$ cat config.mk
export PLATFORM = sky130hd
export DESIGN_NAME = fbc_span_unit
export DESIGN_NICKNAME = d
export VERILOG_FILES = /design/src/rtl/fbc_pkg.sv /design/src/rtl/fbc_span_unit.sv
export SDC_FILE = /design/constraint.sdc
export NUM_CORES = 1
export LEC_CHECK = 0
export BUFFER_PORTS_ARGS = -buffer_cell sky130_fd_sc_hd__buf_4
export CORE_MARGIN = 10
export CORE_UTILIZATION = 35
export DETAILED_ROUTE_END_ITERATION = 8
export GPL_TIMING_DRIVEN = 1
export PLACE_DENSITY = 0.58
export SLEW_MARGIN = 10
export SYNTH_ARGS = -nofsm -noshare
export SYNTH_HDL_FRONTEND = slang
export SYNTH_SLANG_ARGS = --single-unit
$ cat constraint.sdc
create_clock -name vclk -period 5.35
set_input_delay 0.535 -clock vclk [all_inputs]
set_output_delay 0.535 -clock vclk [all_outputs]
set_load 0.02 [all_outputs]
$ cat src/rtl/fbc_pkg.sv
// fbc_pkg: shared types, sizes and codes for the free block coalescer
// depends on nothing; imported by every module of the block

package fbc_pkg;

  // table geometry
  localparam int TABLE_DEPTH = 256;
  localparam int IDX_W       = $clog2(TABLE_DEPTH);
  localparam int CNT_W       = $clog2(TABLE_DEPTH + 1);

  // field widths fixed by the interface
  localparam int ADDR_W      = 32;
  localparam int LEN_W       = 33;
  localparam int CNT_OUT_W   = 9;
  localparam int INDEX_W     = 8;

  // operation codes
  localparam logic [1:0] FUNC_ADD   = 2'd0;
  localparam logic [1:0] FUNC_MERGE = 2'd1;
  localparam logic [1:0] FUNC_READ  = 2'd2;

  // result status codes
  localparam logic [1:0] ST_OK    = 2'd0;
  localparam logic [1:0] ST_FULL  = 2'd1;
  localparam logic [1:0] ST_RANGE = 2'd2;

  // request item
  typedef struct packed {
    logic [1:0]         func;
    logic [ADDR_W-1:0]  block_start;
    logic [ADDR_W-1:0]  block_size;
    logic [INDEX_W-1:0] entry_index;
  } req_t;

  // result item
  typedef struct packed {
    logic [1:0]           status;
    logic [CNT_OUT_W-1:0] entry_count;
    logic [ADDR_W-1:0]    entry_start;
    logic [LEN_W-1:0]     entry_size;
  } rsp_t;

  // one table entry
  typedef struct packed {
    logic [ADDR_W-1:0] start;
    logic [LEN_W-1:0]  size;
  } tbl_entry_t;

  // table access from the sequencer
  typedef struct packed {
    logic             we;
    logic [IDX_W-1:0] waddr;
    tbl_entry_t       wdata;
    logic [IDX_W-1:0] raddr;
  } tbl_req_t;

  // current span held by the sequencer
  typedef struct packed {
    logic [ADDR_W-1:0] lo;
    logic [LEN_W-1:0]  hi;
  } span_op_t;

  // span unit results
  typedef struct packed {
    logic [LEN_W-1:0]  ent_hi;
    logic              overlap;
    logic [ADDR_W-1:0] new_lo;
    logic [LEN_W-1:0]  new_hi;
    logic [LEN_W-1:0]  len;
  } span_res_t;

endpackage

$ cat src/rtl/fbc_span_unit.sv
// fbc_span_unit: shared add and compare unit for block ends and overlap tests
// depends on fbc_pkg

module fbc_span_unit import fbc_pkg::*; (
  input  span_op_t   op,
  input  tbl_entry_t ent,
  output span_res_t  res
);

  logic [LEN_W-1:0] lo_ext;
  logic [LEN_W-1:0] ent_lo;

  assign lo_ext = {1'b0, op.lo};
  assign ent_lo = {1'b0, ent.start};

  // end of the entry, exclusive
  assign res.ent_hi = ent_lo + ent.size;

  // overlap or touch test
  assign res.overlap = !((ent_lo > op.hi) || (res.ent_hi < lo_ext));

  // widened span
  assign res.new_lo = (ent.start < op.lo) ? ent.start : op.lo;
  assign res.new_hi = (res.ent_hi > op.hi) ? res.ent_hi : op.hi;

  // merged length
  assign res.len = op.hi - lo_ext;

endmodule

; ---- Word-level counts from Yosys, hierarchy flattened
; Cells that the tools add are included.
[totals]
ff_bits = 0
elab_cells = 10
in_bits = 130
output_inout_bits = 132
[classes]
muxes = 2
magnitude_cmp = 4
n_addsub = 2
reduce_logical = 2
[op_table]
columns = op, count
row1 = adder 32 x 33 -> 33 bit, 1
row2 = greater-than comparator 32 x 33 -> 1 bit, 1
row3 = greater-than comparator 33 bit, 1
row4 = less-than comparator 33 x 32 -> 1 bit, 1
row5 = 2-to-1 mux 33 bit, 1
row6 = subtractor 33 x 32 -> 33 bit, 1
row7 = less-than comparator 32 bit, 1
row8 = 2-to-1 mux 32 bit, 1
row9 = zero test 1 bit, 1
row10 = logical OR 1 bit, 1

; ---- Depth between registers and ports, before layout
[logic_depth]
depth_word = 4
ltp_mapped = 22
ltp_nobuf = 20

; ---- Least setup slack after synthesis
; Ideal clock, no wire load.
[synth_path]
path_kind = input to output
start = in ent[0] (netlist bit)
end = out res[65] (netlist bit)
stages = 20
t_arrival_ns = 5.123
path_buffers = 2
slack_ns = -0.308
required_time_ns = 4.815
path_cell_list = ha_1 > fa_1 > a21oi_1 > o211ai_1 > nand3_1 > nor4b_1 > o311ai_2 > nand3_1 > o31a_1 > xnor2_1 > ha_1 > nand4_1 > nor2_1 > a2111oi_0 > o211ai_1 > nor4b_1 > nor2_1 > buf_1 > clkbuf_1 > o21ai_0
[synth_rtl]
columns = item, line_no
row1 = from (decl), fbc_span_unit.sv:6  ; input tbl_entry_t ent,
row2 = to (decl), fbc_span_unit.sv:7  ; output span_res_t res

==> reports/results.ini <==
[sta]
whs_ns = 1.39
timing.fmax_mhz = 190
min_period_over_period_pct = 98.6
hold_viol = 0
tightestPinTransition_ns = 0.819
fin_crit_ns = 5.27
finalSetupViolCount = 0
max_slew_margin_pct = 44.9
final_max_slew_viol_count = 0
rsz0062_at_grt = yes

[global_route]
grt_util_all_layers_pct = 22.0
antenna_found_initial = 0
grt_start_max_net_pins = 33
grt_pass1_vias = 8240
grt_overflow = 0
grt_pass1_wl_um = 46300

[critical_path]
crit_cells = 22
required_ns = 4.82
start_kind = input pin
crit_buf_inv = 5
critPathKind = in2out
crit_path_max_incr_delay_ns = 0.35
cp_common_cell = buf_4
arrival_ns = 4.74
cpLargestDelayFamily = simple AND/OR/NAND/NOR gates
worstSetupEndpointType = primary output
cp_slowest_cell = ha_1
worstPathMaxFanout = 8
crit_chain = buf_4, ha_1, buf_4, nand2_1, nor2_2, and2_1, nand4_1, o311ai_2, nand3_1, o31a_1, xnor2_2, ha_4, nand2_4, nor2_4, a2111oi_4, o211ai_1, nor4b_4, buf_4, nor2_4, buf_12, mux2_4, buf_6
crit_end = res[61]
startpoint = ent[51]

[die]
core_area_um2 = 18800
io_pins = 262
die_width_um = 159
die_y_um = 159
dieArea_um2 = 25200
start_util_pct = 35.8
placementRows = 50

[detailed_routing]
drc = 0
wirelength_um = 30200
dr.pass1.iters = 5
drt_iter0_markers = 404
vias = 8140
wl_per_cell_um = 19.6
ant_nets = 0
avgViaCountPerCell = 5.29

[final_layout]
flops_and_latches = 0
nFillCells = 1862
seqCellArea_um2 = 0
final_cell_mix = buf_4, ha_1, a21oi_1
final_cells = 1540
final_common_cell = buf_4
fin_nets = 1605
drive_above_1_share_pct = 38.7
num-clock-buffers = 0
n_antenna_cell = 0
syn2layout_area_growth_pct = 56.1

[place]
gp_congestion = 0.895
portBuffers = 262
dp_hpwl_um = 25500
dp.cells = 1517

[clock_network]
hold_buffers = 0

[synth]
yosys_warnings = 0
synth_fp_nets = 1218
syn_avg_cell_area_um2 = 7.53
synth_cell_type_count = 58
netlist_area_um2 = 6740
netlist_instances = 895
ys_seq_area_share_pct = 0

[power_and_ir_drop]
powerDensity_nw_per_um2 = 214
p_comb_share_pct = 100.0
internal_power_w = 0.00104
switching_share_pct = 53.6
pwr-share-seq_pct = 0
leakage_nw = 5.56
power_frac_clock_pct = 0
peakVddDrop_v = 0.000133
switchingPower_w = 0.00121

[hold_path]
hp-class = in2out

[outcome]
outcome = complete, no violations

[run]
drv_cap = 0

-- how the worst min path moves through the flow --
stage               startpoint      end  slack, ns  cells past startpoint
finish                  op[37]  res[70]       1.39                      3
CTS                     op[37]  res[70]       1.40                      3
global route            op[60]  res[93]       1.42                      3
floorplan               op[33]   res[0]       1.25                      2
global placement        op[60]  res[93]       1.40                      3
detailed placement      op[37]  res[70]       1.40                      3
-- layout make-up --
class | count | area [um2] | share of cell area (%)
inverters | 79 | 297 | 2.82
multi-input cells | 803 | 6760 | 64.3
repair buffers | 398 | 3140 | 29.8
well taps | 260 | 325 | 3.09
-- power by group through the flow --
stage          clock, W  combinational [W]  sequential, W
3_5_place_dp          0            0.00195              0
4_1_cts               0            0.00206              0
3_3_place_gp          0            0.00194              0
5_1_grt               0            0.00243              0
6_report              0            0.00225              0
2_1_floorplan         0            0.00109              0
-- cells by family after synthesis --
kind of cell | count (synthesis) | synth area share [%]
AOI/OAI and AO/OA | 305 | 29.0
xor gates and xnor gates | 59 | 7.67
adders and majority gates | 193 | 36.1
buffers and inverters | 96 | 5.68
muxes | 44 | 7.33
and+or+nand+nor | 198 | 14.2
-- metal layers --
layer | vias to the layer above | part of all wire, % | GRT usage [%]
met5 | - | 0 | 0
met4 | 0 | 1.1 | 2.21
met3 | 16 | 4.7 | 2.63
met2 | 231 | 48 | 37.9
met1 | 3756 | 46 | 29.5
li1 | 4137 | - | -
-- repair_timing --
item,in CTS,in global routing
endpoints found under the setup margin,33,34
gates resized for setup,19,95
cloned,3,1
pin swaps,7,26
buffers inserted,9,10
-- synth_stat cells (all sizes together) (2+ instances only) --
cell type	count	area (um2)
nand4	28	175
nor2b	11	68.8
nor4b	2	17.5
o2111ai	2	17.5
o31a	4	35.0
a41o	2	20.0
a21boi	2	15.0
and3	3	18.8
buf	4	37.5
and2	2	12.5
o31ai	2	15.0
a41oi	2	17.5
a21o	56	420
o21ai	70	350
a221o	2	20.0
o21bai	7	52.6
a221oi	5	61.3
nand3b	3	22.5
a21oi	90	450
a31oi	9	56.3
a211oi	9	67.6
nand2	68	255
xnor2	40	350
o221ai	3	26.3
nor4	2	12.5
fa	2	40.0
nor2	40	150
o211ai	8	60.1
ha	191	2390
nor3	7	35.0
a211o	4	35.0
nand3	15	75.1
o21a	16	120
xor2	19	166
mux2	43	484
a2111oi	3	26.3
inv	79	297
or2	3	18.8
nand2b	11	68.8
clkbuf	13	48.8
-- through the flow --
stage	setup slack, ns	power [W]	util (%)	area (um2)	TNS (ns)
floorplan	-0.00376	0.00109	-	6760	-0.0384
global route	-0.146	0.00243	55.9	10500	-2.74
global placement	-0.612	0.00194	52.4	9870	-18.16
finish	0.0756	0.00225	55.9	10500	0
detailed placement	-0.785	0.00195	52.4	9870	-24.08
CTS	0.00304	0.00206	53.4	10000	0
No activity file was read; power rests on OpenSTA's default activity.
