==> config.mk <==
export PLATFORM = sky130hd
export DESIGN_NAME = fbc_ctrl
export DESIGN_NICKNAME = d
export VERILOG_FILES = /design/src/rtl/fbc_pkg.sv /design/src/rtl/fbc_ctrl.sv
export SDC_FILE = /design/constraint.sdc
export NUM_CORES = 1
export LEC_CHECK = 0
export CAP_MARGIN = 15
export CELL_PAD_IN_SITES_DETAIL_PLACEMENT = 1
export CELL_PAD_IN_SITES_GLOBAL_PLACEMENT = 1
export CORE_AREA = 2 2 195 197
export DETAILED_ROUTE_END_ITERATION = 8
export DIE_AREA = 0 0 197 199
export DONT_BUFFER_PORTS = 1
export PLACE_DENSITY = 0.55
export SYNTH_ARGS = -nofsm -noshare
export SYNTH_HDL_FRONTEND = slang
export SYNTH_SLANG_ARGS = --single-unit
==> constraint.sdc <==
create_clock -name clk -period 11 [get_ports clk]
set_input_delay 2.2 -clock clk [delete_from_list [all_inputs] [get_ports clk]]
set_output_delay 2.2 -clock clk [all_outputs]
set_load 0.005 [all_outputs]
==> src/rtl/fbc_pkg.sv <==
// fbc_pkg: shared types, sizes and codes for the free block coalescer
// depends on nothing; imported by every module of the block

package fbc_pkg;

  // table geometry
  localparam int TABLE_DEPTH = 256;
  localparam int IDX_W       = $clog2(TABLE_DEPTH);
  localparam int CNT_W       = $clog2(TABLE_DEPTH + 1);

  // field widths fixed by the interface
  localparam int ADDR_W      = 32;
  localparam int LEN_W       = 33;
  localparam int CNT_OUT_W   = 9;
  localparam int INDEX_W     = 8;

  // operation codes
  localparam logic [1:0] FUNC_ADD   = 2'd0;
  localparam logic [1:0] FUNC_MERGE = 2'd1;
  localparam logic [1:0] FUNC_READ  = 2'd2;

  // result status codes
  localparam logic [1:0] ST_OK    = 2'd0;
  localparam logic [1:0] ST_FULL  = 2'd1;
  localparam logic [1:0] ST_RANGE = 2'd2;

  // request item
  typedef struct packed {
    logic [1:0]         func;
    logic [ADDR_W-1:0]  block_start;
    logic [ADDR_W-1:0]  block_size;
    logic [INDEX_W-1:0] entry_index;
  } req_t;

  // result item
  typedef struct packed {
    logic [1:0]           status;
    logic [CNT_OUT_W-1:0] entry_count;
    logic [ADDR_W-1:0]    entry_start;
    logic [LEN_W-1:0]     entry_size;
  } rsp_t;

  // one table entry
  typedef struct packed {
    logic [ADDR_W-1:0] start;
    logic [LEN_W-1:0]  size;
  } tbl_entry_t;

  // table access from the sequencer
  typedef struct packed {
    logic             we;
    logic [IDX_W-1:0] waddr;
    tbl_entry_t       wdata;
    logic [IDX_W-1:0] raddr;
  } tbl_req_t;

  // current span held by the sequencer
  typedef struct packed {
    logic [ADDR_W-1:0] lo;
    logic [LEN_W-1:0]  hi;
  } span_op_t;

  // span unit results
  typedef struct packed {
    logic [LEN_W-1:0]  ent_hi;
    logic              overlap;
    logic [ADDR_W-1:0] new_lo;
    logic [LEN_W-1:0]  new_hi;
    logic [LEN_W-1:0]  len;
  } span_res_t;

endpackage

==> src/rtl/fbc_ctrl.sv <==
// fbc_ctrl: sequencer for add, read and the coalescing scan over the table
// depends on fbc_pkg; drives fbc_table and fbc_span_unit

module fbc_ctrl import fbc_pkg::*; (
  input  logic       clk,
  input  logic       rst,
  input  logic       req_valid,
  output logic       req_stall,
  input  req_t       req,
  output tbl_req_t   tbl,
  input  tbl_entry_t rd_data,
  output span_op_t   op,
  input  span_res_t  span,
  output logic       res_valid,
  input  logic       res_ready,
  output rsp_t       res
);

  localparam logic [3:0] S_IDLE  = 4'd0;
  localparam logic [3:0] S_RD_LD = 4'd1;
  localparam logic [3:0] S_I_RD  = 4'd2;
  localparam logic [3:0] S_I_LD  = 4'd3;
  localparam logic [3:0] S_J_RD  = 4'd4;
  localparam logic [3:0] S_J_CMP = 4'd5;
  localparam logic [3:0] S_J_MOV = 4'd6;
  localparam logic [3:0] S_I_END = 4'd7;
  localparam logic [3:0] S_DONE  = 4'd8;

  localparam logic [CNT_W-1:0] DEPTH_CNT = CNT_W'(TABLE_DEPTH);
  localparam logic [CNT_W-1:0] ONE_CNT   = CNT_W'(1);

  logic [3:0]        state, state_next;
  logic [CNT_W-1:0]  count, count_next;
  logic [CNT_W-1:0]  i_idx, i_idx_next;
  logic [CNT_W-1:0]  j_idx, j_idx_next;
  logic [ADDR_W-1:0] lo, lo_next;
  logic [LEN_W-1:0]  hi, hi_next;
  logic              joined, joined_next;
  logic [1:0]        pend_status, pend_status_next;
  logic [ADDR_W-1:0] pend_start, pend_start_next;
  logic [LEN_W-1:0]  pend_size, pend_size_next;
  logic [CNT_W-1:0]  last_idx;

  assign last_idx = count - ONE_CNT;
  assign op.lo    = lo;
  assign op.hi    = hi;

  assign req_stall = (state != S_IDLE);
  assign res_valid = (state == S_DONE);

  assign res.status      = pend_status;
  assign res.entry_count = CNT_OUT_W'(count);
  assign res.entry_start = pend_start;
  assign res.entry_size  = pend_size;

  // next state and table access
  always_comb begin
    state_next       = state;
    count_next       = count;
    i_idx_next       = i_idx;
    j_idx_next       = j_idx;
    lo_next          = lo;
    hi_next          = hi;
    joined_next      = joined;
    pend_status_next = pend_status;
    pend_start_next  = pend_start;
    pend_size_next   = pend_size;
    tbl.we           = 1'b0;
    tbl.waddr        = i_idx[IDX_W-1:0];
    tbl.wdata        = rd_data;
    tbl.raddr        = i_idx[IDX_W-1:0];

    unique case (state)
      S_IDLE: begin
        if (req_valid) begin
          pend_status_next = ST_OK;
          pend_start_next  = '0;
          pend_size_next   = '0;
          unique case (req.func)
            FUNC_ADD: begin
              if (count >= DEPTH_CNT) begin
                pend_status_next = ST_FULL;
              end else begin
                tbl.we          = 1'b1;
                tbl.waddr       = count[IDX_W-1:0];
                tbl.wdata.start = req.block_start;
                tbl.wdata.size  = {1'b0, req.block_size};
                count_next      = count + ONE_CNT;
              end
              state_next = S_DONE;
            end
            FUNC_MERGE: begin
              i_idx_next = '0;
              state_next = S_I_RD;
            end
            FUNC_READ: begin
              if (32'(req.entry_index) >= 32'(count)) begin
                pend_status_next = ST_RANGE;
                state_next       = S_DONE;
              end else begin
                tbl.raddr  = IDX_W'(req.entry_index);
                state_next = S_RD_LD;
              end
            end
            default: begin
              state_next = S_DONE;
            end
          endcase
        end
      end
      // read data back for a read item
      S_RD_LD: begin
        pend_start_next = rd_data.start;
        pend_size_next  = rd_data.size;
        state_next      = S_DONE;
      end
      // fetch entry i or finish the merge
      S_I_RD: begin
        if (i_idx >= count) begin
          state_next = S_DONE;
        end else begin
          tbl.raddr  = i_idx[IDX_W-1:0];
          state_next = S_I_LD;
        end
      end
      S_I_LD: begin
        lo_next     = rd_data.start;
        hi_next     = span.ent_hi;
        joined_next = 1'b0;
        j_idx_next  = i_idx + ONE_CNT;
        state_next  = S_J_RD;
      end
      // fetch entry j or close the pass
      S_J_RD: begin
        if (j_idx >= count) begin
          state_next = S_I_END;
        end else begin
          tbl.raddr  = j_idx[IDX_W-1:0];
          state_next = S_J_CMP;
        end
      end
      // test j against the span, fetch the last entry on a join
      S_J_CMP: begin
        if (!span.overlap) begin
          j_idx_next = j_idx + ONE_CNT;
          state_next = S_J_RD;
        end else begin
          lo_next     = span.new_lo;
          hi_next     = span.new_hi;
          joined_next = 1'b1;
          tbl.raddr   = last_idx[IDX_W-1:0];
          state_next  = S_J_MOV;
        end
      end
      // move the last entry into slot j and rescan j
      S_J_MOV: begin
        tbl.we     = 1'b1;
        tbl.waddr  = j_idx[IDX_W-1:0];
        tbl.wdata  = rd_data;
        count_next = last_idx;
        state_next = S_J_RD;
      end
      // write back the merged span and rescan i, or advance
      S_I_END: begin
        if (joined) begin
          tbl.we          = 1'b1;
          tbl.waddr       = i_idx[IDX_W-1:0];
          tbl.wdata.start = lo;
          tbl.wdata.size  = span.len;
        end else begin
          i_idx_next = i_idx + ONE_CNT;
        end
        state_next = S_I_RD;
      end
      S_DONE: begin
        if (res_ready) begin
          state_next = S_IDLE;
        end
      end
      default: begin
        state_next = S_IDLE;
      end
    endcase
  end

  // control state
  always_ff @(posedge clk) begin
    if (rst) begin
      state <= S_IDLE;
      count <= '0;
    end else begin
      state <= state_next;
      count <= count_next;
    end
  end

  // working registers
  always_ff @(posedge clk) begin
    i_idx       <= i_idx_next;
    j_idx       <= j_idx_next;
    lo          <= lo_next;
    hi          <= hi_next;
    joined      <= joined_next;
    pend_status <= pend_status_next;
    pend_start  <= pend_start_next;
    pend_size   <= pend_size_next;
  end

endmodule

# == Word level (Yosys, flattened, before mapping) ==
# Index checks and enable logic that the tools add are counted.
# word_totals
register_bits,164
input_bits,275
output_inout_bits,225
wordCells,92
# op_classes
addsub,4
n_lt_le_gt_ge,4
eq_ne,18
n_mux,41
n_reduce_logical,15
# ops
op,count
two-way mux 74 bit,3
case mux 74 bit (3 select lines),1
case mux 33 bit (2 select lines),2
case mux 32 bit (2 select lines),2
two-way mux 82 bit,1
two-way mux 33 bit,2
two-way mux 32 bit,2
two-way mux 9 bit,7
case mux 9 bit (2 select lines),3
two-way mux 8 bit,4
case mux 4 bit (8 select lines),1
adder 9 x 1 -> 9 bit (second input constant),3
case mux 8 bit (3 select lines),1
greater-or-equal comparator 9 bit,2
== test 4 x 3 -> 1 bit (second input constant),4
two-way mux 4 bit,4
!= test 2 bit (second input constant),5
AND reduction 2 bit,5
greater-or-equal comparator 8 x 9 -> 1 bit,1
greater-or-equal comparator 9 bit (second input constant),1
subtractor 9 x 1 -> 9 bit (second input constant),1
== test 4 x 2 -> 1 bit (second input constant),2
case mux 4 bit (2 select lines),1
AND reduction 4 bit,2
other kinds (14),22

# == Depth between registers and ports, before layout ==
# Gate-level depths: netlist of the first run.
# depth
word_depth,5
depth_mapped,10
ltp_nobuf,8

# == Worst setup path before layout of the first run ==
# OpenSTA, ideal clock, no wires.
# synth_timing
path_type,input -> register
start,in span[98] in the netlist's numbering
end,reg hi[0] (enable)
setup_ns,0.512
arrival_ns,5.989
required_ns,10.488
slack_ns,4.498
path_stages,4
path_buffers,2
path_cell_list,clkbuf_1 -> clkbuf_1 -> nand2_1 -> a21oi_1
# synth_via
elab_chain_cells,2
# synth_lines
item,line_no,source
start: declaration,fbc_ctrl.sv:13,"input span_res_t span,"
!= test 2 bit (no line),-,
AND reduction 2 bit (no line),-,
end signal: assignment,fbc_ctrl.sv:202,hi <= hi_next;
end: declaration,fbc_ctrl.sv:37,"logic [LEN_W-1:0] hi, hi_next;"
# No other way between the ends.
# A chain may end at the register's enable or synchronous reset.

==> results, run 1 <==
- The flow ran to the end, and the final reports show no timing, DRC or antenna violations.
- The number of buffers on the longest clock path is 2.
- The final estimated routing congestion in global placement is about 0.84.
- Gates resized during post-CTS repair numbered 0.
- Leaving out filler cells and counting taps, the final layout contains around 1500.
- The detailed-route via count is 7801.
- The initial antenna violation count is 4.
- Synthesis produced 1019 cells.
- The smallest clock period supported by the final layout is computed as 7280 ps.
- The area growth from synthesis to final layout is 10.7%.
- The total number of H-tree levels is 4.
- Cells with a size suffix above 1 make up under 10% of the layout.
- The endpoint with the worst hold slack is count[3].
- In the synthesized netlist the async set-or-reset flop fraction comes to 0%.
- Hold repair after CTS inserted 0 buffers.
- The number of buffers inserted during clock tree synthesis is 17.
- The die is 197 um wide.
- The tool flagged a number of max-cap violations equal to 0.
- The critical hold path startpoint is count[3].
- STA classifies the critical path endpoint as an output port.
- The hold path depth is 2.
- The root buffer cell chosen for the clock tree is sky130_fd_sc_hd__clkbuf_16.
- The depth of the most critical reg-to-reg path is 8.
- After detailed routing, the number of vias per cell comes to ~5.3.
- The measured slew at the worst slew-check pin is 1070 ps.
- The global-route wire length before repair is roughly 55000 um.
- Global routing consumed, over all layers together, 19.8% of the routing resources.
- The region available for standard cell placement spans approximately 37000 um2.
- The setup TNS after final layout is 0 ps.
- Across the VDD grid, the largest voltage drop is between 0.09 and 0.1 mV.
- For this run, the post-layout net count is approximately 1300.
- The post-CTS setup-driven buffer insertion count is 0.
- The clock input transition at the sequential cells of the worst setup and hold paths is around 70 ps.
- In the final routing, the length of wire on met1 measures between 15000 and 20000 um.
- Before antenna repair, the detailed router went through 5 iterations.
- The initial utilization of the core area, before any placement, comes to ~25%.
- The clock arrives with roughly 9 ps of skew.
- The data arrival time of the critical path is between 5000 and 6000 ps.
- Data on the critical path is required at its endpoint by between 8000 and 9000 ps.
- The area of the mapped netlist is 9330 um2.
- The class of the tightest hold or removal check is register to register.
- The DRC violation count after routing is 0.
- The final max-slew violation count is 0.
- For this run the aggregate overflow at the end of global routing stands at 0.
- The power per cell area is between 150 and 200 nW/um2.
- The endpoint identified for the worst register-to-register timing path is count[0].
- In this run, placement finished with an instance count of around 1400.
- The peak fanout along the critical path is 47.
- Across all register-to-register paths, the minimum setup slack is about 7500 ps.
- The count of flip-flops with a built-in enable after synthesis is between 150 and 200.
- The number of nets handed over by synthesis was 1324.
- The worst path uses approximately two thirds of the clock period.
- The critical path is of the primary input to output port type.
- The number of distinct library cell variants in the gate-level netlist after synthesis is 54.
- Counting the fill cells in the layout gives around 4300.
- The count of nets left with antenna violations once routing finished came out at 0.
- The length of routed met2 wiring is 20500 um.
- The average footprint of a synthesized cell is 9.16 um2.
- The largest net degree at the start of global routing is a little under 80.
- The worst-case headroom to the max-slew limit is between 20% and 30%.
- The number of primary I/O pins is 500.
- The leakage power of the design is 4.25 nW.
- The via count of the first global-routing pass was around 7700.
- At the later pin of the worst-skew pair, clock insertion delay measures 430 ps.
- The highest layer touched by signal routing is met5.
- In this run, the number of DRC markers left after iteration 0 of detailed routing was ~460.
- The clock tree from TritonCTS is yes.
- Setup repair after global routing left no endpoint under its margin.
- The synthesized design contains roughly 160 register bits.
- The share of synthesized area occupied by flip-flops and latches is between 50 and 60%.
- Wire segments on met3 add up to between 2000 and 3000 um in the final route.
- The worst register-to-register path begins at state[1].
- The number of hold violations in the final report is 0.
- The die extent in y is slightly below 200 um.
- The port buffer count is 0.
- After floorplanning, the core was divided into 71 placement rows.
- Yosys printed 0 warnings.
- The element type at the critical path start is a primary input.
- The routed design has 40900 um of wire.
- The die outline area is roughly 39000 um2.
- Based on the critical path, the design can be clocked at up to 0.137 GHz.
- The predominant post-synthesis flop cell is sky130_fd_sc_hd__edfxtp_1.
- For this design, the sink count on the clock tree is between 150 and 200.
- Dividing the detail-routed wire length by the instance count gives about 28 um.
- The HPWL after detailed placement is slightly above 30000 um.
- Setup violations remaining at the end of the flow were counted as 0.
[kinds of logic after synthesis]
group | count (synthesis) | synth area share [%]
AOI/OAI and AO/OA | 156 | 11.6
xor gates and xnor gates | 29 | 2.72
adders and majority gates | 30 | 4.02
buffers and inverters | 86 | 3.90
DFF | 164 | 51.4
muxes | 5 | 0.536
and+or+nand+nor | 549 | 25.8
[flip-flops by register name, summed over array words and instances, names as in the netlist]
name,count
i_idx,9
pend_status,2
count,9
hi,33
j_idx,9
lo,32
state,4
joined,1
pend_size,33
pend_start,32
[critical path, stage by stage]
cell                      delay [ps]
sky130_fd_sc_hd__or3_1           430
sky130_fd_sc_hd__nor3_4          800
sky130_fd_sc_hd__buf_4           350
sky130_fd_sc_hd__buf_4           560
sky130_fd_sc_hd__nor2_1          340
sky130_fd_sc_hd__a221o_1         390
[final cells by class]
cell class                 count  area [um2]  share of cell area (%)
antenna                        4        10.0                  0.0969
timing repair buffer          11        82.6                   0.799
sequential                   164        4790                    46.4
multi-input combinational    769        4220                    40.8
clock inverter                11         129                    1.25
inverter                      19        71.3                   0.690
tap                          474         593                    5.74
clock buffer                  20         437                    4.23
[power breakdown]
part	switching, W	internal (W)
sequential	0.0000375	0.000732
combinational	0.000126	0.0000555
clock	0.000266	0.000335
[layout by cell type, fill, tap and decap left out, drive strengths merged, types with 4 or more instances in the layout]
| cell | count |
|---|---|
| clkbuf | 20 |
| o21ai | 18 |
| dfxtp | 13 |
| diode | 4 |
| mux2i | 5 |
| and2 | 5 |
| and3 | 75 |
| nor3 | 8 |
| ha | 30 |
| edfxtp | 151 |
| xor2 | 6 |
| nor2 | 50 |
| xnor2 | 23 |
| nand2 | 372 |
| nand3 | 16 |
| a22oi | 71 |
| inv | 21 |
| clkinvlp | 5 |
| buf | 11 |
| a211oi | 5 |
| a21oi | 30 |
| nand2b | 6 |
[metal layers]
metal | vias up | track usage [%]
met4 | 2 | 7.18
li1 | 3515 | -
met1 | 3891 | 23.8
met2 | 354 | 34.1
met3 | 39 | 5.19
met5 | - | 0
[cells in the mapped netlist (all sizes together) (3+ instances only)]
cell       n  area [um2]
nor2b      3        18.8
xor2       6        52.6
ha        30         375
a22oi     71         533
inv       19        71.3
dfxtp     13         260
edfxtp   151        4530
mux2i      5        50.1
or3        3        18.8
a21o       3        22.5
a2111oi    3        26.3
and2       5        31.3
nand2    372        1400
nand3     16        80.1
o21ai     18        90.1
nor3       8        51.3
o21a       3        22.5
and3      75         469
xnor2     23         201
clkbuf    37         139
nor2      50         195
o211ai     3        22.5
a221o      3        30.0
nand4      3        18.8
nand2b     6        37.5
buf       30         154
a21oi     30         150
a211oi     5        42.5
[worst max-delay path by stage]
stage / from / end / slack, ps
after global routing: req[73] / tbl[76] / 3570
final: req[73] / tbl[76] / 3720
after global placement: req[73] / tbl[76] / 3830
after CTS: req[73] / tbl[76] / 3730
after floorplan: span[98] / hi[0] / 4500
after detailed placement: req[73] / tbl[76] / 3730
[per-stage QoR]
step / instance area (um2) / power, W / utilization, % / worst slack (ps) / hold slack [ps]
after floorplan: 9330 / 0.000895 / - / 4500 / 564
after global placement: 9750 / 0.000963 / 26.3 / 3830 / 652
after detailed placement: 9750 / 0.000968 / 26.3 / 3730 / 677
after CTS: 10300 / 0.00158 / 27.8 / 3730 / 695
after global routing: 10300 / 0.00162 / 27.8 / 3570 / 733
final: 10300 / 0.00155 / 27.8 / 3720 / 687
Note: power is estimated with default switching activity, not from simulation.
==> run 2, diff against run 1 <==
ABC_AREA = 1   (was unset)
CORE_AREA = 2 2 194 196   (was 2 2 195 197)
DIE_AREA = 0 0 196 198   (was 0 0 197 199)
PLACE_DENSITY = 0.58   (was 0.55)
clock period = 7.5 ns   (was 11 ns; I/O delays follow)
==> results, run 2 <==
- The power per cell area was 218 nW/um2 (was 150 nW/um2).
- Registers with the most flip-flops: hi (33), pend_size (33) (unchanged).
- The most frequent standard cell in the layout excluding fill and tap cells is sky130_fd_sc_hd__nand2_1 (unchanged).
- The time the worst path needs with I/O delays and setup is roughly 4700 ps.
- The number of iterations in the first detailed-routing pass was 5 (unchanged).
- The fraction of post-synthesis cell area in the top cell type by area is 47.1% (was 48.6%).
- The design internal power is 0.00166 W (was 0.00112 W).
- The endpoint with the worst hold slack is count[6] (was count[3]).
- The via count of the first global-routing pass is 8279 (was 7660).
- The measured slew at the worst slew-check pin is 1170 ps (was 1070 ps).
- The synthesized net count came to 1468 (was 1324).
- The number of DRC violations after detailed-routing iteration 0 is 391 (was 457).
- The register bit total from synthesis was 164 (unchanged).
- The proportion of power drawn by the clock network was 39.5% (was 38.7%).
- The hold path depth is 2 (unchanged).
- The standard-cell row count is 71 (unchanged).
- The count of flip-flops with a built-in enable after synthesis is 151 (unchanged).
- The layout cell share with drive strength beyond 1 is 6.09% (was 5.53%).
- The data arrival time of the critical path came to 3210 ps (was 5080 ps).
- The critical hold path startpoint is count[6] (was count[3]).
- The number of primary I/O pins is 500 (unchanged).
- The area growth from synthesis to final layout is 10.1% (was 10.7%).
- The most used standard cell by instance count after synthesis is sky130_fd_sc_hd__nand2_1 (unchanged).
- The peak fanout along the critical path is 73 (was 47).
- The via count normalized by instance count was 5.07 (was 5.30).
- The average footprint of a synthesized cell is 8.28 um2 (was 9.16 um2).
- The total placed cells including tap cells is 1593 (was 1436).
- The largest net degree at the start of global routing is 74 (was 79).
- Dividing the final minimum period by the clock period gives 62.9%.
- The kind of capture point of the worst setup path was an output port (unchanged).
- The most frequent cell on the critical path is sky130_fd_sc_hd__nand2_1 (was sky130_fd_sc_hd__buf_4).
- The post-synthesis cell type with the largest combined area is sky130_fd_sc_hd__edfxtp_1 (unchanged).
- The clock input transition at the sequential cells of the worst setup and hold paths is 70 ps (about the same).
- Top area cells in the synthesized netlist: sky130_fd_sc_hd__edfxtp_1 (47%), sky130_fd_sc_hd__nand2_1 (15%), sky130_fd_sc_hd__nor2_1 (5.1%) (was sky130_fd_sc_hd__edfxtp_1 (49%), sky130_fd_sc_hd__nand2_1 (15%), sky130_fd_sc_hd__a22oi_1 (5.7%)).
- The combinational share of power is 12.2% (was 11.7%).
- The total number of H-tree levels is 4 (unchanged).
- The average routed wire per standard cell came to 25.2 um (was 27.8 um).
- The die outline area came to 38800 um2 (was 39200 um2).
- The worst-case headroom to the max-slew limit is 21.6% (was 28.7%).
- The net count reported at finish is 1443 (was 1287).
- The predominant post-synthesis flop cell is sky130_fd_sc_hd__edfxtp_1 (unchanged).
- The number of gates given a new drive strength after cts is 0 (unchanged).
- The leakage power of the design is 4.14 nW (was 4.25 nW).
- The maximum achievable frequency is 0.212 GHz.
- The detailed-route via count was 8246 (was 7801).
- The sum of buffers and inverters on the critical path is 3 (was 2).
- The cell with the largest stage delay on the worst path is sky130_fd_sc_hd__buf_4 (was sky130_fd_sc_hd__nor3_4).
- Series of cell instances along the critical path: inv_1, nand2_1, nor2_1, nand3_4, inv_2, buf_4, nand2_1, o211ai_1 (was or3_1, nor3_4, buf_4, buf_4, nor2_1, a221o_1).
- The post-layout worst setup margin was 2790 ps (was 3720 ps).
- The die boundary width is 196 um (was 197 um).
- Most instantiated cells after synthesis: sky130_fd_sc_hd__nand2_1 (382), sky130_fd_sc_hd__edfxtp_1 (151), sky130_fd_sc_hd__nor2_1 (132), sky130_fd_sc_hd__inv_1 (128), sky130_fd_sc_hd__o211ai_1 (66) (was sky130_fd_sc_hd__nand2_1 (372), sky130_fd_sc_hd__edfxtp_1 (151), sky130_fd_sc_hd__and3_1 (75), sky130_fd_sc_hd__a22oi_1 (71), sky130_fd_sc_hd__nor2_1 (49)).
- The total power of the final layout came to 0.00231 W (was 0.00155 W).
- The utilization after layout is 28.7% (was 27.8%).
- Commonest non-fill, non-tap cells in the layout: sky130_fd_sc_hd__nand2_1 (380), sky130_fd_sc_hd__edfxtp_1 (151), sky130_fd_sc_hd__nor2_1 (132) (was sky130_fd_sc_hd__nand2_1 (371), sky130_fd_sc_hd__edfxtp_1 (151), sky130_fd_sc_hd__and3_1 (75)).
- The reg2reg setup slack is 4440 ps (was 7450 ps).
- The share of synthesized area occupied by flip-flops and latches is 49.8% (was 51.4%).
- The number of violations of the max-capacitance limit is 0 (unchanged).
- The pre-CTS worst setup slack is 2760 ps (was 3730 ps).
- The number of buffers on the longest clock path was 2 (unchanged).
- The category of the most critical setup path is primary input to output port (unchanged).
- The area of the core region is 37000 um2 (was 37100 um2).
- The number of distinct library cell variants in the gate-level netlist after synthesis came to 44 (was 54).
- The setup TNS after final layout is 0 ps (unchanged).
- The post-CTS setup-driven buffer insertion count is 0 (unchanged).
- The clock latency on the worst-skew pair is 440 ps (was 430 ps).
- The setup clock skew after layout came to 9.62 ps (was 8.80 ps).
- The total wire length after detailed routing is 41100 um (was 40900 um).
- The global-route wire length before repair is 57100 um (was 55500 um).
- The starting density of the core came to 26.1% (was 25.1%).
- The register share of total power is 48.3% (was 49.6%).
- Status: complete, no violations (unchanged).
- The maximum vdd drop was 0.147 mV (was 0.0918 mV).
- The depth of the most critical reg-to-reg path is 7 (was 8).
- The beginning of the worst register-to-register path is state[3] (was state[1]).
- The number of instances in the synthesized netlist is 1163 (was 1019).
- The area of the mapped netlist came to 9630 um2 (was 9330 um2).
- The final antenna-violating net count is 0 (unchanged).
- The element type at the critical path start is a primary input (unchanged).
- The overall routing resource usage came to 20.4% (was 19.8%).
- The buffer type at the clock tree root is sky130_fd_sc_hd__clkbuf_16 (unchanged).
- RSZ-0062 raised after global routing: false (unchanged).
- The die extent in y is 198 um (was 199 um).
- The fraction of synthesis flops using an asynchronous set or reset pin is 0% (unchanged).
- The TritonCTS sink count is 164 (unchanged).
- The fraction of power spent switching nets came to 28.0% (was 27.7%).
- The reported net switching power was 0.000646 W (was 0.000429 W).
- The yosys synthesis warning count is 0 (unchanged).
- The final max-slew violation count is 0 (unchanged).
- The family with the most delay on the worst path is buffers and inverters (was simple AND/OR/NAND/NOR gates).
- The class of the tightest hold or removal check is register to register (unchanged).
- The total setup violations reported at the end of the flow was 0 (unchanged).
- The final instance count without filler cells is 1627 (was 1472).
- The DRC violation count after routing is 0 (unchanged).
- The number of buffers inserted during clock tree synthesis is 17 (unchanged).
- The initial antenna violation count is 6 (was 4).
- The terminus of the critical flop-to-flop path is i_idx[7] (was count[0]).
- The number of buffers added to fix hold violations after cts is 0 (unchanged).
- The data required time of the critical path is 6000 ps (was 8800 ps).
- The number of hold violations in the final report came to 0 (unchanged).
- The detailed-placement wirelength estimate is 32100 um (was 30700 um).
- The final estimated routing congestion in global placement was 0.842 (was 0.837).
- The largest incremental delay on the critical path was 670 ps (was 800 ps).
- The residual overflow from global routing is 0 (unchanged).
- The port buffer count was 0 (unchanged).
- The clock tree from TritonCTS is yes (unchanged).
[run 2: kinds of logic (layout without fill, tap and decap cells)]
group / count (synthesis) / in the layout / synth area share (%)
other: 0 / 4 / 0
AND/OR/NAND/NOR: 593 / 593 / 25.0
AO/OA/AOI/OAI: 168 / 168 / 11.0
flip-flops: 164 / 164 / 49.8
adder cells (fa/ha/maj): 30 / 30 / 3.90
XOR/XNOR: 17 / 17 / 1.55
buffers and inverters: 191 / 177 / 8.76
[run 2: how the worst max path moves through the flow]
| stage | startpoint | slack (ps) | endpoint | cells after the start |
|---|---|---|---|---|
| after detailed placement | req[73] | 2760 | tbl[25] | 8 |
| final | req[73] | 2790 | tbl[25] | 8 |
| after global placement | req[72] | 2770 | tbl[25] | 8 |
| after global routing | state[0] | 2640 | tbl[17] | 7 |
| after CTS | state[0] | 2660 | tbl[17] | 7 |
| after floorplan | req_valid | 600 | pend_size[0] | 3 |
[run 2: worst reg2reg max path, delay by kind of cell (launching register included)]
kind | cells | cell delay (ps)
AND/OR/NAND/NOR | 4 | 1430
buffers and inverters | 3 | 820
flip-flops | 1 | 410
[run 2: per-layer routing]
metal	routed length, um	vias to the layer above	track usage [%]
met5	23	-	0
met4	1720	4	10.5
met3	3200	68	6.40
met2	20200	374	35.0
met1	15900	4014	22.8
li1	-	3786	-
[run 2: cell type report]
type	instances	area, um2
antenna	4	10.0
fill	4408	26400
multi-input combinational	808	4030
tap	474	593
clock inverter	12	156
clock buffer	18	429
inverter	139	529
sequential	164	4790
timing repair buffer	8	60.1
[run 2: power by group through the flow]
stage	clock, W	sequential, W	combinational (W)
floorplan	0	0.00112	0.000197
detailed placement	0	0.00114	0.000287
global placement	0	0.00114	0.000279
CTS	0.000939	0.00112	0.000287
finish	0.000912	0.00112	0.000282
global route	0.000967	0.00112	0.000314
[run 2: metrics by stage]
step,area [um2],hold slack [ps]
3_5_place_dp,10000,617
5_1_grt,10600,693
2_1_floorplan,9630,545
6_report,10600,632
4_1_cts,10600,632
3_3_place_gp,10000,602
==> run 3, diff against run 2 <==
ABC_AREA = 0   (was 1)
CORE_AREA = 2 2 195 197   (was 2 2 194 196)
DIE_AREA = 0 0 197 199   (was 0 0 196 198)
PLACE_DENSITY = 0.57   (was 0.58)
clock period = 4.2 ns   (was 7.5 ns; I/O delays follow)
==> results, run 3 (synthesis results as in run 1) <==
- The buffer type at the clock tree root is sky130_fd_sc_hd__clkbuf_16 (unchanged).
- The final estimated routing congestion in global placement came to 0.918 (was 0.842).
- The port buffer count is 0 (unchanged).
- The number of iterations in the first detailed-routing pass was 5 (unchanged).
- Series of cell instances along the critical path: inv_1, ha_1, a211oi_1, o32ai_1, a21oi_1, a31o_2, nand3_1, a221o_1 (was inv_1, nand2_1, nor2_1, nand3_4, inv_2, buf_4, nand2_1, o211ai_1).
- The final antenna-violating net count is 0 (unchanged).
- The via count of the first global-routing pass is 7732 (was 8279).
- The worst-case headroom to the max-slew limit is 29.1% (was 21.6%).
- The most frequent standard cell in the layout excluding fill and tap cells is sky130_fd_sc_hd__nand2_1 (unchanged).
- For this run, the top clock speed supported by timing is 0.258 GHz.
- The clock input transition at the sequential cells of the worst setup and hold paths came to 70 ps (about the same).
- The final max-slew violation count is 0 (unchanged).
- The die extent in y is 199 um (was 198 um).
- The clock latency on the worst-skew pair was 440 ps (about the same).
- The number of hold violations in the final report is 0 (unchanged).
- The area growth from synthesis to final layout is 12.8% (was 10.1%).
- The standard-cell row count came to 71 (unchanged).
- The clock period could shrink to slightly below 4000 ps.
- The total wire length after detailed routing is 40300 um (was 41100 um).
- The final worst-path cycle share is between 90 and 100%.
- The power per cell area is 399 nW/um2 (was 218 nW/um2).
- The number of buffers on the longest clock path is 2 (unchanged).
- The total placed instance area is 9910 um2 (was 10000 um2).
- The largest net degree at the start of global routing is 73 (was 74).
- The data required time of the critical path is 3360 ps (was 6000 ps).
- The number of buffers inserted during clock tree synthesis came to 17 (unchanged).
- The average routed wire per standard cell is 27.2 um (was 25.2 um).
- The setup clock skew after layout is 8.82 ps (was 9.62 ps).
- The via count normalized by instance count came to 5.27 (was 5.07).
- The utilization after layout is 28.3% (was 28.7%).
- The DRC violation count after routing is 0 (unchanged).
- The kind of capture point of the worst setup path is an output port (unchanged).
- The die boundary width is 197 um (was 196 um).
- Status: complete, no violations (unchanged).
- The element type at the critical path start is a register (was primary input).
- RSZ-0062 raised after global routing: false (unchanged).
- The depth of the most critical reg-to-reg path is 7 (unchanged).
- The detailed-route via count is 7827 (was 8246).
- The clock tree from TritonCTS is yes (unchanged).
- The TritonCTS sink count is 164 (unchanged).
- The layout cell share with drive strength beyond 1 is 6.75% (was 6.09%).
- The hold path depth came to 1 (was 2).
- Registers with the most flip-flops: hi (33), pend_size (33) (unchanged).
- The number of buffers added to fix hold violations after cts is 0 (unchanged).
- The data arrival time of the critical path is 3040 ps (was 3210 ps).
- The global-route wire length before repair is 54800 um (was 57100 um).
- The detailed-placement wirelength estimate is 30400 um (was 32100 um).
- The total setup violations reported at the end of the flow was 0 (unchanged).
- The net count reported at finish is 1300 (was 1443).
- The initial antenna violation count is 4 (was 6).
- The reg2reg setup slack is 1200 ps (was 4440 ps).
- The cell area after layout was 10500 um2 (was 10600 um2).
- The category of the most critical setup path is register to output port (was primary input to output port).
- The measured slew at the worst slew-check pin is 1060 ps (was 1170 ps).
- The class of the tightest hold or removal check was primary input to register (was register to register).
- The setup TNS after final layout is 0 ps (unchanged).
- The peak fanout along the critical path is 6 (was 73).
- The total number of H-tree levels is 4 (unchanged).
- The worst hold margin was 468 ps (was 632 ps).
- The post-CTS setup-driven buffer insertion count came to 0 (unchanged).
- The starting density of the core is 25.1% (was 26.1%).
- The number of primary I/O pins is 500 (unchanged).
- The die outline area came to 39200 um2 (was 38800 um2).
- The maximum vdd drop is 0.277 mV (was 0.147 mV).
- The cell with the largest stage delay on the worst path was sky130_fd_sc_hd__dfxtp_1 (was sky130_fd_sc_hd__buf_4).
- The overall routing resource usage is 19.6% (was 20.4%).
- The number of violations of the max-capacitance limit came to 0 (unchanged).
- The number of gates given a new drive strength after cts is 0 (unchanged).
- The residual overflow from global routing is 0 (unchanged).
- The number of DRC violations after detailed-routing iteration 0 came to 489 (was 391).
- The area of the core region is 37100 um2 (was 37000 um2).
- The leakage power of the design is 4.37 nW (was 4.14 nW).
- The largest incremental delay on the critical path was 490 ps (was 670 ps).
- Commonest non-fill, non-tap cells in the layout: sky130_fd_sc_hd__nand2_1 (371), sky130_fd_sc_hd__edfxtp_1 (151), sky130_fd_sc_hd__and3_1 (75) (was sky130_fd_sc_hd__nand2_1 (380), sky130_fd_sc_hd__edfxtp_1 (151), sky130_fd_sc_hd__nor2_1 (132)).
[run 3: cell type report]
class                           instances  area (um2)
Antenna cell                            3        7.51
Sequential cell                       164        4790
Multi-Input combinational cell        769        4220
Timing Repair Buffer                   24         230
Clock buffer                           18         429
Clock inverter                         13         180
Inverter                               19        71.3
Fill cell                            4277       26600
Tap cell                              474         593
[run 3: path summary, 6_finish.rpt]
kind             from        to
max reg2reg  state[0]  i_idx[8]
min               rst  state[2]
min reg2reg  state[3]  state[2]
max          count[6]    tbl[1]
[run 3: worst max-delay path, delay by kind of cell (launching register included)]
family | cells | cell delay, ps
AOI/OAI and AO/OA | 5 | 1460
adders and majority gates | 1 | 330
buffers and inverters | 1 | 210
DFF | 1 | 490
and+or+nand+nor | 1 | 120
[run 3: stage by stage]
step	power, W	setup slack (ps)	std cells
6_report	0.00420	319	1484
3_5_place_dp	0.00255	701	1450
3_3_place_gp	0.00254	660	1450
5_1_grt	0.00438	72.1	1483
2_1_floorplan	0.00234	520	1019
4_1_cts	0.00428	338	1481
[run 3: layer usage]
layer | routed length, um | track usage [%] | vias up | part of all wire, %
li1 | - | - | 3544 | -
met1 | 16600 | 24.4 | 3845 | 41
met2 | 19600 | 32.4 | 382 | 49
met3 | 2850 | 4.98 | 52 | 7.1
met4 | 1180 | 7.85 | 4 | 2.9
met5 | 26 | 0 | - | 0.064
[run 3: report_power, final]
group	internal (W)	switching [W]	total [W]
sequential	0.00192	0.0000828	0.00200
clock	0.000994	0.000704	0.00170
combinational	0.000162	0.000345	0.000507
